## src/decimal_magnitude_compare_defines.svh

```systemverilog
// ----------------------------------------------------------------------------
// decimal_magnitude_compare_defines
// Assertion macros used by the decimal_magnitude_compare module.
// ----------------------------------------------------------------------------
`ifndef DECIMAL_MAGNITUDE_COMPARE_DEFINES_SVH
`define DECIMAL_MAGNITUDE_COMPARE_DEFINES_SVH

// Same-cycle implication, disabled during reset
`define DMC_ASSERT_SAME(label, clk, rst, ante, cons) \
   label: assert property (@(posedge clk) disable iff (rst) (ante) |-> (cons)) \
      else $error("dmc assertion failed: same-cycle implication");

// Next-cycle implication, disabled during reset
`define DMC_ASSERT_NEXT(label, clk, rst, ante, cons) \
   label: assert property (@(posedge clk) disable iff (rst) (ante) |=> (cons)) \
      else $error("dmc assertion failed: next-cycle implication");

`endif

```

## src/dmc_pkg.sv

```systemverilog
// ----------------------------------------------------------------------------
// dmc_pkg
// Types and constants for the decimal magnitude compare block.
// ----------------------------------------------------------------------------
`timescale 1ns / 1ps
`default_nettype none

package dmc_pkg;

   // Default sizes of the mantissa and the power-of-ten scale
   localparam int MANTISSA_BITS_DEFAULT = 96;
   localparam int SCALE_BITS_DEFAULT    = 5;

   // Fixed widths of the transaction fields
   localparam int MANT_LO_WIDTH = 64;
   localparam int MANT_HI_WIDTH = 32;
   localparam int MANT_IN_WIDTH = MANT_LO_WIDTH + MANT_HI_WIDTH;
   localparam int SCALE_WIDTH   = 5;

   // Input transaction
   typedef struct packed {
      logic [MANT_LO_WIDTH-1:0] a_mant_lo;
      logic [MANT_HI_WIDTH-1:0] a_mant_hi;
      logic [SCALE_WIDTH-1:0]   a_scale;
      logic [MANT_LO_WIDTH-1:0] b_mant_lo;
      logic [MANT_HI_WIDTH-1:0] b_mant_hi;
      logic [SCALE_WIDTH-1:0]   b_scale;
   } dmc_req_type;

   // Result transaction
   typedef struct packed {
      logic is_less;
      logic is_greater;
   } dmc_rsp_type;

   // Sequencer commands to the datapath
   typedef struct packed {
      logic load;
      logic step;
   } dmc_ctrl_type;

   // Datapath status back to the sequencer
   typedef struct packed {
      logic steps_zero;
      logic over;
      logic scale_b;
      logic a_lt_b;
      logic a_gt_b;
   } dmc_stat_type;

   // Sequencer states
   typedef enum logic {
      DMC_IDLE,
      DMC_ALIGN
   } dmc_state_type;

endpackage : dmc_pkg

`default_nettype wire

```

## src/dmc_datapath.sv

```systemverilog
// ----------------------------------------------------------------------------
// dmc_datapath
// Operand registers, shared multiply-by-ten unit and final magnitude compare.
// ----------------------------------------------------------------------------
`timescale 1ns / 1ps
`default_nettype none

module dmc_datapath #(
   parameter int MANTISSA_BITS = dmc_pkg::MANTISSA_BITS_DEFAULT,
   parameter int SCALE_BITS    = dmc_pkg::SCALE_BITS_DEFAULT
) (
   input  wire logic                 clock,
   input  wire dmc_pkg::dmc_req_type req,
   input  wire dmc_pkg::dmc_ctrl_type ctrl,
   output      dmc_pkg::dmc_stat_type stat
);
   import dmc_pkg::*;

   localparam int ExtBits = MANTISSA_BITS + MANT_IN_WIDTH;

   logic [MANTISSA_BITS-1:0]   a_mant_ff, a_mant_in;
   logic [MANTISSA_BITS-1:0]   b_mant_ff, b_mant_in;
   logic [SCALE_BITS-1:0]      steps_ff, steps_in;
   logic                       scale_b_ff, scale_b_in;

   logic [ExtBits-1:0]         a_ext, b_ext;
   logic [SCALE_BITS+SCALE_WIDTH-1:0] a_scale_ext, b_scale_ext;
   logic [SCALE_BITS-1:0]      sa, sb;
   logic [MANTISSA_BITS-1:0]   mul_src;
   logic [MANTISSA_BITS+3:0]   mul_src_ext, product;

   // Drop mantissa and scale bits beyond the configured widths
   assign a_ext       = ExtBits'({req.a_mant_hi, req.a_mant_lo});
   assign b_ext       = ExtBits'({req.b_mant_hi, req.b_mant_lo});
   assign a_scale_ext = (SCALE_BITS+SCALE_WIDTH)'(req.a_scale);
   assign b_scale_ext = (SCALE_BITS+SCALE_WIDTH)'(req.b_scale);
   assign sa          = a_scale_ext[SCALE_BITS-1:0];
   assign sb          = b_scale_ext[SCALE_BITS-1:0];

   // Shared multiply-by-ten: x*8 + x*2 on the operand with the smaller scale
   assign mul_src     = scale_b_ff ? b_mant_ff : a_mant_ff;
   assign mul_src_ext = (MANTISSA_BITS+4)'(mul_src);
   assign product     = (mul_src_ext << 3) + (mul_src_ext << 1);

   // Load operands, or advance the scaled operand by one decade
   always_comb begin
      a_mant_in  = a_mant_ff;
      b_mant_in  = b_mant_ff;
      steps_in   = steps_ff;
      scale_b_in = scale_b_ff;
      if (ctrl.load) begin
         a_mant_in  = a_ext[MANTISSA_BITS-1:0];
         b_mant_in  = b_ext[MANTISSA_BITS-1:0];
         scale_b_in = (sa > sb);
         steps_in   = (sa > sb) ? (sa - sb) : (sb - sa);
      end else if (ctrl.step) begin
         if (scale_b_ff) begin
            b_mant_in = product[MANTISSA_BITS-1:0];
         end else begin
            a_mant_in = product[MANTISSA_BITS-1:0];
         end
         steps_in = steps_ff - SCALE_BITS'(1);
      end
   end

   always_ff @(posedge clock) begin
      a_mant_ff  <= a_mant_in;
      b_mant_ff  <= b_mant_in;
      steps_ff   <= steps_in;
      scale_b_ff <= scale_b_in;
   end

   // Report alignment progress, overflow of the next step and the compare
   always_comb begin
      stat.steps_zero = (steps_ff == '0);
      stat.over       = |product[MANTISSA_BITS+3:MANTISSA_BITS];
      stat.scale_b    = scale_b_ff;
      stat.a_lt_b     = (a_mant_ff < b_mant_ff);
      stat.a_gt_b     = (a_mant_ff > b_mant_ff);
   end

endmodule : dmc_datapath

`default_nettype wire

```

## src/decimal_magnitude_compare.sv

```systemverilog
// ----------------------------------------------------------------------------
// decimal_magnitude_compare
// Magnitude compare of two scaled decimal numbers (mantissa / 10^scale).
// ----------------------------------------------------------------------------
// A transaction is taken when start is high and busy is low. The operand with
// the smaller scale is multiplied by ten in a single shared multiply-by-ten
// unit, one decade per clock, until the scales match; the aligned mantissas
// are then compared and the result registered. The rsp_valid strobe follows
// once the scales match, or earlier when the scaled operand overflows the
// mantissa width, in which case that operand is reported as the larger.
// Busy drops in the same cycle as the strobe, so the next transaction may
// start then. The result is flagged valid by rsp_valid for exactly one
// cycle and cannot be held off by the receiver; it must be captured on that
// edge.
// ----------------------------------------------------------------------------
`timescale 1ns / 1ps
`default_nettype none

`include "decimal_magnitude_compare_defines.svh"

module decimal_magnitude_compare #(
   parameter int MANTISSA_BITS = dmc_pkg::MANTISSA_BITS_DEFAULT,
   parameter int SCALE_BITS    = dmc_pkg::SCALE_BITS_DEFAULT
) (
   input  wire logic                 clock,
   input  wire logic                 reset,
   input  wire logic                 start,
   output      logic                 busy,
   input  wire dmc_pkg::dmc_req_type req_data,
   output      logic                 rsp_valid,
   output      dmc_pkg::dmc_rsp_type rsp_data
);
   import dmc_pkg::*;

   dmc_state_type state_ff, state_in;
   logic          rsp_valid_ff, rsp_valid_in;
   dmc_rsp_type   rsp_data_ff, rsp_data_in;
   dmc_ctrl_type  ctrl;
   dmc_stat_type  stat;

   dmc_datapath #(
      .MANTISSA_BITS (MANTISSA_BITS),
      .SCALE_BITS    (SCALE_BITS)
   ) u_datapath (
      .clock (clock),
      .req   (req_data),
      .ctrl  (ctrl),
      .stat  (stat)
   );

   // Hold sequencer state and result strobe
   always_ff @(posedge clock) begin
      if (reset) begin
         state_ff     <= DMC_IDLE;
         rsp_valid_ff <= 1'b0;
      end else begin
         state_ff     <= state_in;
         rsp_valid_ff <= rsp_valid_in;
      end
   end

   always_ff @(posedge clock) begin
      rsp_data_ff <= rsp_data_in;
   end

   // Sequence load, alignment steps and the final decision
   always_comb begin
      state_in     = state_ff;
      rsp_valid_in = 1'b0;
      rsp_data_in  = rsp_data_ff;
      ctrl.load    = 1'b0;
      ctrl.step    = 1'b0;
      case (state_ff)
         DMC_IDLE: begin
            if (start) begin
               ctrl.load = 1'b1;
               state_in  = DMC_ALIGN;
            end
         end
         DMC_ALIGN: begin
            if (stat.steps_zero) begin
               rsp_valid_in           = 1'b1;
               rsp_data_in.is_less    = stat.a_lt_b;
               rsp_data_in.is_greater = stat.a_gt_b;
               state_in               = DMC_IDLE;
            end else if (stat.over) begin
               // Scaled operand left the mantissa range: it is the larger
               rsp_valid_in           = 1'b1;
               rsp_data_in.is_less    = stat.scale_b;
               rsp_data_in.is_greater = !stat.scale_b;
               state_in               = DMC_IDLE;
            end else begin
               ctrl.step = 1'b1;
            end
         end
         default: begin
            state_in = DMC_IDLE;
         end
      endcase
   end

   assign busy      = (state_ff != DMC_IDLE);
   assign rsp_valid = rsp_valid_ff;
   assign rsp_data  = rsp_data_ff;

   // Accepted transaction always enters alignment
   `DMC_ASSERT_NEXT(a_accept_aligns, clock, reset, start && !busy, state_ff == DMC_ALIGN)
   // Finished alignment always produces a strobe next cycle
   `DMC_ASSERT_NEXT(a_done_strobes, clock, reset,
      state_ff == DMC_ALIGN && stat.steps_zero, rsp_valid)
   // A strobe never carries both flags
   `DMC_ASSERT_SAME(a_flags_exclusive, clock, reset, rsp_valid,
      !(rsp_data.is_less && rsp_data.is_greater))

endmodule : decimal_magnitude_compare

`default_nettype wire
```

## config.mk

```make
export PLATFORM = sky130hd
export DESIGN_NAME = decimal_magnitude_compare
export DESIGN_NICKNAME = d
export VERILOG_FILES = /design/src/dmc_pkg.sv /design/src/dmc_datapath.sv /design/src/decimal_magnitude_compare.sv
export VERILOG_INCLUDE_DIRS = /design/src /design/src/src
export SDC_FILE = /design/constraint.sdc
export NUM_CORES = 1
export LEC_CHECK = 0
export BUFFER_PORTS_ARGS = -buffer_cell sky130_fd_sc_hd__buf_2
export CAP_MARGIN = 0
export CORE_ASPECT_RATIO = 0.5
export CORE_MARGIN = 2
export CORE_UTILIZATION = 55
export DETAILED_ROUTE_END_ITERATION = 6
export HOLD_SLACK_MARGIN = 0.08
export MAX_ROUTING_LAYER = met4
export PLACE_DENSITY_LB_ADDON = 0.08
export SKIP_LAST_GASP = 1
export SLEW_MARGIN = 20
export SYNTH_ARGS = -nofsm -noshare
export SYNTH_HDL_FRONTEND = slang
export SYNTH_SLANG_ARGS = --single-unit
```

## constraint.sdc

```tcl
create_clock -name clock -period 13.6 [get_ports clock]
set_input_delay 2.72 -clock clock [delete_from_list [all_inputs] [get_ports clock]]
set_output_delay 2.72 -clock clock [all_outputs]
set_load 0.01 [all_outputs]
```

* Word level (Yosys, flattened, before mapping)
Cells that the tools add are included.
** Word-level totals
- Input bits :: 205
- Register bits :: 202
- Word-level logic and storage cells :: 47
- Output and inout port bits :: 4
** Operators by class
- Order comparisons :: 3
- Muxes and demuxes :: 20
- Reduce and logical (&&, ||, !) cells :: 10
- Bitwise logic cells :: 1
- $add $sub $neg :: 4
- Equality and inequality tests :: 1
** Operators with widths (number)
- two-way mux 96 bit :: 7
- adder 99 x 97 -> 100 bit :: 1
- > comparator 96 bit :: 1
- less-than comparator 96 bit :: 1
- two-way mux 5 bit :: 3
- subtractor 5 bit :: 2
- two-way mux 1 bit :: 7
- AND reduction 2 bit :: 3
- nonzero test 2 bit :: 3
- > comparator 5 bit :: 1
- logical NOT 5 bit :: 1
- subtractor 5 x 1 -> 5 bit (second input constant) :: 1
- two-way mux 2 bit :: 2
- OR reduction 4 bit :: 1
- inequality test 2 bit (second input constant) :: 1
- case mux 1 bit (2 select lines) :: 1
- OR reduction 2 bit :: 1
- logical NOT 1 bit :: 1
- inverter 1 bit :: 1

* Longest topological paths before layout
- Depth in word-level cells :: 8
- Gate-level depth with buffers :: 16
- Depth with buffers taken out :: 14

* Modules after synthesis
Synthesis repeated with hierarchy kept, for this count alone.
** Second synthesis, totals
- Cell total of the unflattened synthesis :: 2003
- Area, all modules :: 18094.9 um2
** By module, submodules not included
- dmc_datapath :: sequential area each 5945.7 um2, cells each 1991, area an instance 17923.4 um2, instances 1
- decimal_magnitude_compare :: sequential area each 100.1 um2, cells each 12, area an instance 171.4 um2, instances 1

* Worst setup path before layout
OpenSTA, ideal clock, no wires.
- Path type :: reg2reg
- From :: reg u_datapath.scale_b_ff
- To :: reg u_datapath.a_mant_ff[0], enable pin
- Stages on the path, launching flop included :: 17
- Arrival time :: 5.329 ns
- Library setup time :: 0.419 ns
- Clock period less this slack :: 5.748 ns
- Required time :: 13.181 ns
- Path slack :: 7.852 ns
- Path buffers :: 4
- Cell sequence :: edfxtp_1 > clkbuf_1 > clkbuf_1 > clkbuf_1 > mux2_2 > ha_1 > clkbuf_1 > a21oi_1 > o21ai_0 > o21bai_1 > o31a_1 > a2111oi_0 > nand4_1 > nor3_1 > o211ai_1 > nor3_2 > a31o_2
** Between the ends
- Longest elaborated chain between the ends :: 8
- Elaborated cells on any way between the ends :: 9
- Classes of those cells :: add/sub (1); eq/ne (1); mux (4); reduce/logical (3)
** RTL lines
- from (decl) :: RTL line dmc_datapath.sv:24 : logic scale_b_ff, scale_b_in;
- from (signal assigned) :: RTL line dmc_datapath.sv:70 : scale_b_ff <= scale_b_in;
- two-way mux 96 bit :: RTL line dmc_datapath.sv:41 : assign mul_src = scale_b_ff ? b_mant_ff : a_mant_ff;
- adder 99 x 97 -> 100 bit :: RTL line dmc_datapath.sv:43 : assign product = (mul_src_ext << 3) + (mul_src_ext << 1);
- OR reduction 4 bit :: RTL line dmc_datapath.sv:76 : stat.over = |product[MANTISSA_BITS+3:MANTISSA_BITS];
- two-way mux 1 bit :: RTL line decimal_magnitude_compare.sv:86 : end else if (stat.over) begin
- two-way mux 1 bit :: RTL line decimal_magnitude_compare.sv:81 : if (stat.steps_zero) begin
- two-way mux 1 bit :: RTL line decimal_magnitude_compare.sv:73 : case (state_ff)
- nonzero test 2 bit (no line)
- AND reduction 2 bit (no line) *
- to (signal assigned) :: RTL line dmc_datapath.sv:67 : a_mant_ff <= a_mant_in;
- to (decl) :: RTL line dmc_datapath.sv:21 : logic [MANTISSA_BITS-1:0] a_mant_ff, a_mant_in;
Mark *: on every way between the ends. The rest lies on a longest branch, timed or not.
A chain may end at the register's enable or synchronous reset.

* Final worst setup path
- From :: reg u_datapath.scale_b_ff
- To :: reg u_datapath.b_mant_ff[71], enable pin
** Between the ends
- Longest elaborated chain between the ends :: 8
- Elaborated cells on any way between the ends :: 9
- Classes of those cells :: add/sub (1); mux (4); reduce/logical (4)
** RTL lines
- two-way mux 96 bit :: RTL line dmc_datapath.sv:41
- adder 99 x 97 -> 100 bit :: RTL line dmc_datapath.sv:43
- OR reduction 4 bit :: RTL line dmc_datapath.sv:76
- two-way mux 1 bit :: RTL line decimal_magnitude_compare.sv:86
- two-way mux 1 bit :: RTL line decimal_magnitude_compare.sv:81
- two-way mux 1 bit :: RTL line decimal_magnitude_compare.sv:73
- nonzero test 2 bit (no line)
- AND reduction 2 bit (no line) *
- to (signal assigned) :: RTL line dmc_datapath.sv:68 : b_mant_ff <= b_mant_in;
- to (decl) :: RTL line dmc_datapath.sv:22 : logic [MANTISSA_BITS-1:0] b_mant_ff, b_mant_in;
Marked as above.

==> reports/qor.csv <==
stage,metric,value,unit
run_status,status,"complete, no violations",
global_routing,global-route wire length before repair,84.3,mm
layout,layout overhead on the synthesized area,10.4,%
global_routing,most used routing layer,met2,
logic_synthesis,Synth top area share,31.9,%
placed_design,gpl congestion,0.989,
run,Max-Cap Viols,0,
global_routing,number of global-route vias before repair,16181,
detailed_routing,drt first-iter violations,1301,
sta,Worst Max-Slew Pin Slew,1.06,ns
logic_synthesis,synth top area cells,"edfxtp_1, ha_1, nand2_1",
setup_path,worst r2r src,u_datapath.scale_b_ff$_DFFE_PP_,
sta,endpoints failing hold,0,
clocking,post-CTS setup buffer count,0,
detailed_routing,vias,16768,
global_routing,GR Util All Layers,30.4,%
setup_path,slowest library cell on the worst path,buf_4,
detailed_routing,Post-route DRC,0,
sta,RSZ-0062 raised after global routing,no,
sta,setup TNS,0,ns
layout,Final Net Count,2766,
setup_path,CP max stage delay,0.83,ns
logic_synthesis,Synth area leader,edfxtp_1,
layout,area occupied by registers,0.00605,mm²
setup_path,Worst Path Required,13.76,ns
sta,clk_skew,0.0202,ns
clocking,hold-fix buffers at CTS,0,
logic_synthesis,Ys Warns,0,
setup_path,"delay-heaviest family, CP",compound AO/OA/AOI/OAI gates,
clocking,deepest clock path buffer count,3,
sta,Final Critical Period,6.82,ns
logic_synthesis,Syn Nets,2620,
detailed_routing,Post-DRT Antenna Nets,0,
layout,final instance area,0.0208,mm²
floorplan,Core Area,0.0334,mm²
clocking,Root Buffer,clkbuf_16,
setup_path,FF-to-FF path depth,16,
floorplan,Rows,47,
logic_synthesis,dominant cell by count in the synthesized netlist,nand2_1,
sta,Rel. slew slack,28.5,%
floorplan,die area,0.0358,mm²
clocking,CTS Buf Count,21,
setup_path,WS Path Type,reg2reg,
layout,fillers,3031,
clocking,H-tree level count,1,
global_routing,initial antenna violation count,1,
clocking,clk sinks,202,
setup_path,CP Cell Sequence,"buf_4, buf_4, mux2_2, ha_1, fa_1, a21oi_1, nand4b_1, a21oi_1, o2111ai_1, a21oi_1, o311a_1, nor3_1, o211ai_1, nor3_2, a31o_4, buf_4",
sta,final hold slack,0.696,ns
detailed_routing,DR vias/cell,5.96,
sta,Max Fclk,0.147,GHz
global_routing,GR met2 Demand/Resource,47.9,%
global_routing,pin count of the biggest net entering global routing,74,
setup_path,Worst R2R End,u_datapath.b_mant_ff[71]$_DFFE_PP_,
logic_synthesis,Netlist cell types,78,
logic_synthesis,synthesis-stage register bit count,202,
logic_synthesis,"Async S/R FF share, synth",0,%
clocking,Worst-Skew Late Latency,0.55,ns
floorplan,chip height,135,µm
layout,area of the multi-input gates,0.0120,mm²
logic_synthesis,synth cell count leaders,"nand2_1, ha_1, edfxtp_1",
layout,Finished Core Util,62.3,%
floorplan,initial core utilization,56.4,%
global_routing,grt met3 use,4.19,%
clocking,cts repair resizes,0,
setup_path,critical path arrival,6.98,ns
logic_synthesis,register area share after synthesis,32.1,%
logic_synthesis,"EDFF count, synth",200,
sta,"Slew Viols, Final",0,
setup_path,CP Launch Point,u_datapath.scale_b_ff$_DFFE_PP_,
logic_synthesis,Syn Area/Cell,8.52,µm²
floorplan,# IOs,209,
setup_path,flop-to-flop setup slack,6.78,ns
setup_path,last element of the critical path,u_datapath.b_mant_ff[71]$_DFFE_PP_,
placed_design,Placed Area,0.0202,mm²
detailed_routing,WL per Instance,19.0,µm
setup_path,worst-path fanout max,73,
placed_design,Port Buffer Count,208,
floorplan,DIE WIDTH,266,µm
setup_path,CP startpoint kind,flip-flop,
logic_synthesis,"Top FF cell, synth",edfxtp_1,
setup_path,WP buf/inv,3,
global_routing,M1 GR Usage,41.9,%
setup_path,critical path endpoint category,flip-flop,
logic_synthesis,Syn Inst Count,2211,
min_path,Hold/Removal Path Class,reg2reg,
global_routing,final global-route overflow total,0,
sta,Final setup viols,0,
setup_path,number of cells on the critical path,16,
logic_synthesis,"Cell Area, Synth",0.0188,mm²
layout,share of layout cells above drive strength 1,16.1,%
placed_design,post-detail-place hpwl,42.3,mm
detailed_routing,drt pass-1 iters,6,
detailed_routing,routed wire length,53.5,mm
sta,final period utilization,50.1,%
clocking,TritonCTS clock tree,done,
clocking,"Reg clk slew, reported paths",0.06,ns
-- metrics by stage --
step	cells	worst slack, ns
after CTS	2813	6.83
after floorplan	2211	7.85
final	2814	6.78
after global placement	2775	7.03
after global routing	2814	6.34
after detailed placement	2775	6.86
-- cell usage in the layout (no fill, tap or decap), types with 40 or more instances in the layout --
cell type,count
a21oi_1,180
buf_2,208
xnor2_1,45
ha_1,201
nand4_1,65
nand2_1,417
o21ai_0,127
mux2_2,109
a21o_1,87
nor3_1,40
inv_1,130
nor2_1,127
edfxtp_1,200
-- flip-flops by register name (all words and copies together) (netlist names) --
signal / count
u_datapath.a_mant_ff: 96
u_datapath.steps_ff: 5
u_datapath.b_mant_ff: 96
rsp_data: 2
busy: 1
rsp_valid: 1
u_datapath.scale_b_ff: 1
-- worst min-delay path by stage --
stage / startpoint / cells after the start / slack, ns / endpoint
after floorplan: busy$_SDFF_PP0_ / 2 / 0.54 / rsp_valid$_SDFF_PP0_
after global placement: u_datapath.steps_ff[4]$_DFFE_PP_ / 3 / 0.67 / u_datapath.steps_ff[4]$_DFFE_PP_
after detailed placement: busy$_SDFF_PP0_ / 2 / 0.67 / rsp_valid$_SDFF_PP0_
after CTS: busy$_SDFF_PP0_ / 2 / 0.70 / rsp_valid$_SDFF_PP0_
after global routing: busy$_SDFF_PP0_ / 2 / 0.71 / rsp_valid$_SDFF_PP0_
final: busy$_SDFF_PP0_ / 2 / 0.70 / rsp_valid$_SDFF_PP0_
-- worst reg2reg max path, stage by stage (launching register included) --
cell and delay (ns):
edfxtp_1 0.32, buf_4 0.37, buf_4 0.83, mux2_2 0.47, ha_1 0.23, fa_1 0.40, a21oi_1 0.18, nand4b_1 0.18
a21oi_1 0.13, o2111ai_1 0.47, a21oi_1 0.20, o311a_1 0.37, nor3_1 0.21, o211ai_1 0.17, nor3_2 0.40, a31o_4 0.73
buf_4 0.73
-- per-layer routing --
metal  vias to the layer above  part of all wire [%]  routed length, µm
li1                       8325                     -                  -
met1                      7871                    47              25200
met2                       507                    44              23800
met3                        65                   6.3               3360
met4                         0                   2.2               1180
met5                         -                     0                  0
-- cell type report --
cell class	instances	area share [%]
Multi-Input combinational cell	1784	57.5
Inverter	131	2.39
Sequential cell	202	29.1
Antenna cell	1	0.0120
Tap cell	441	2.65
Clock inverter	10	0.415
Clock buffer	28	2.65
Timing Repair Buffer	217	5.33
-- cells by family after synthesis --
group / count (synthesis) / share of synthesized area [%]
AO/OA/AOI/OAI: 567 / 19.1
XOR/XNOR: 72 / 3.35
adder cells (fa/ha/maj): 204 / 13.7
buffers and inverters: 225 / 4.55
flip-flops: 202 / 32.1
multiplexers: 128 / 7.53
AND/OR/NAND/NOR: 813 / 19.7
Power is not shown: default switching activity piles up to over one toggle a cycle in this logic, so the estimate is an artifact.
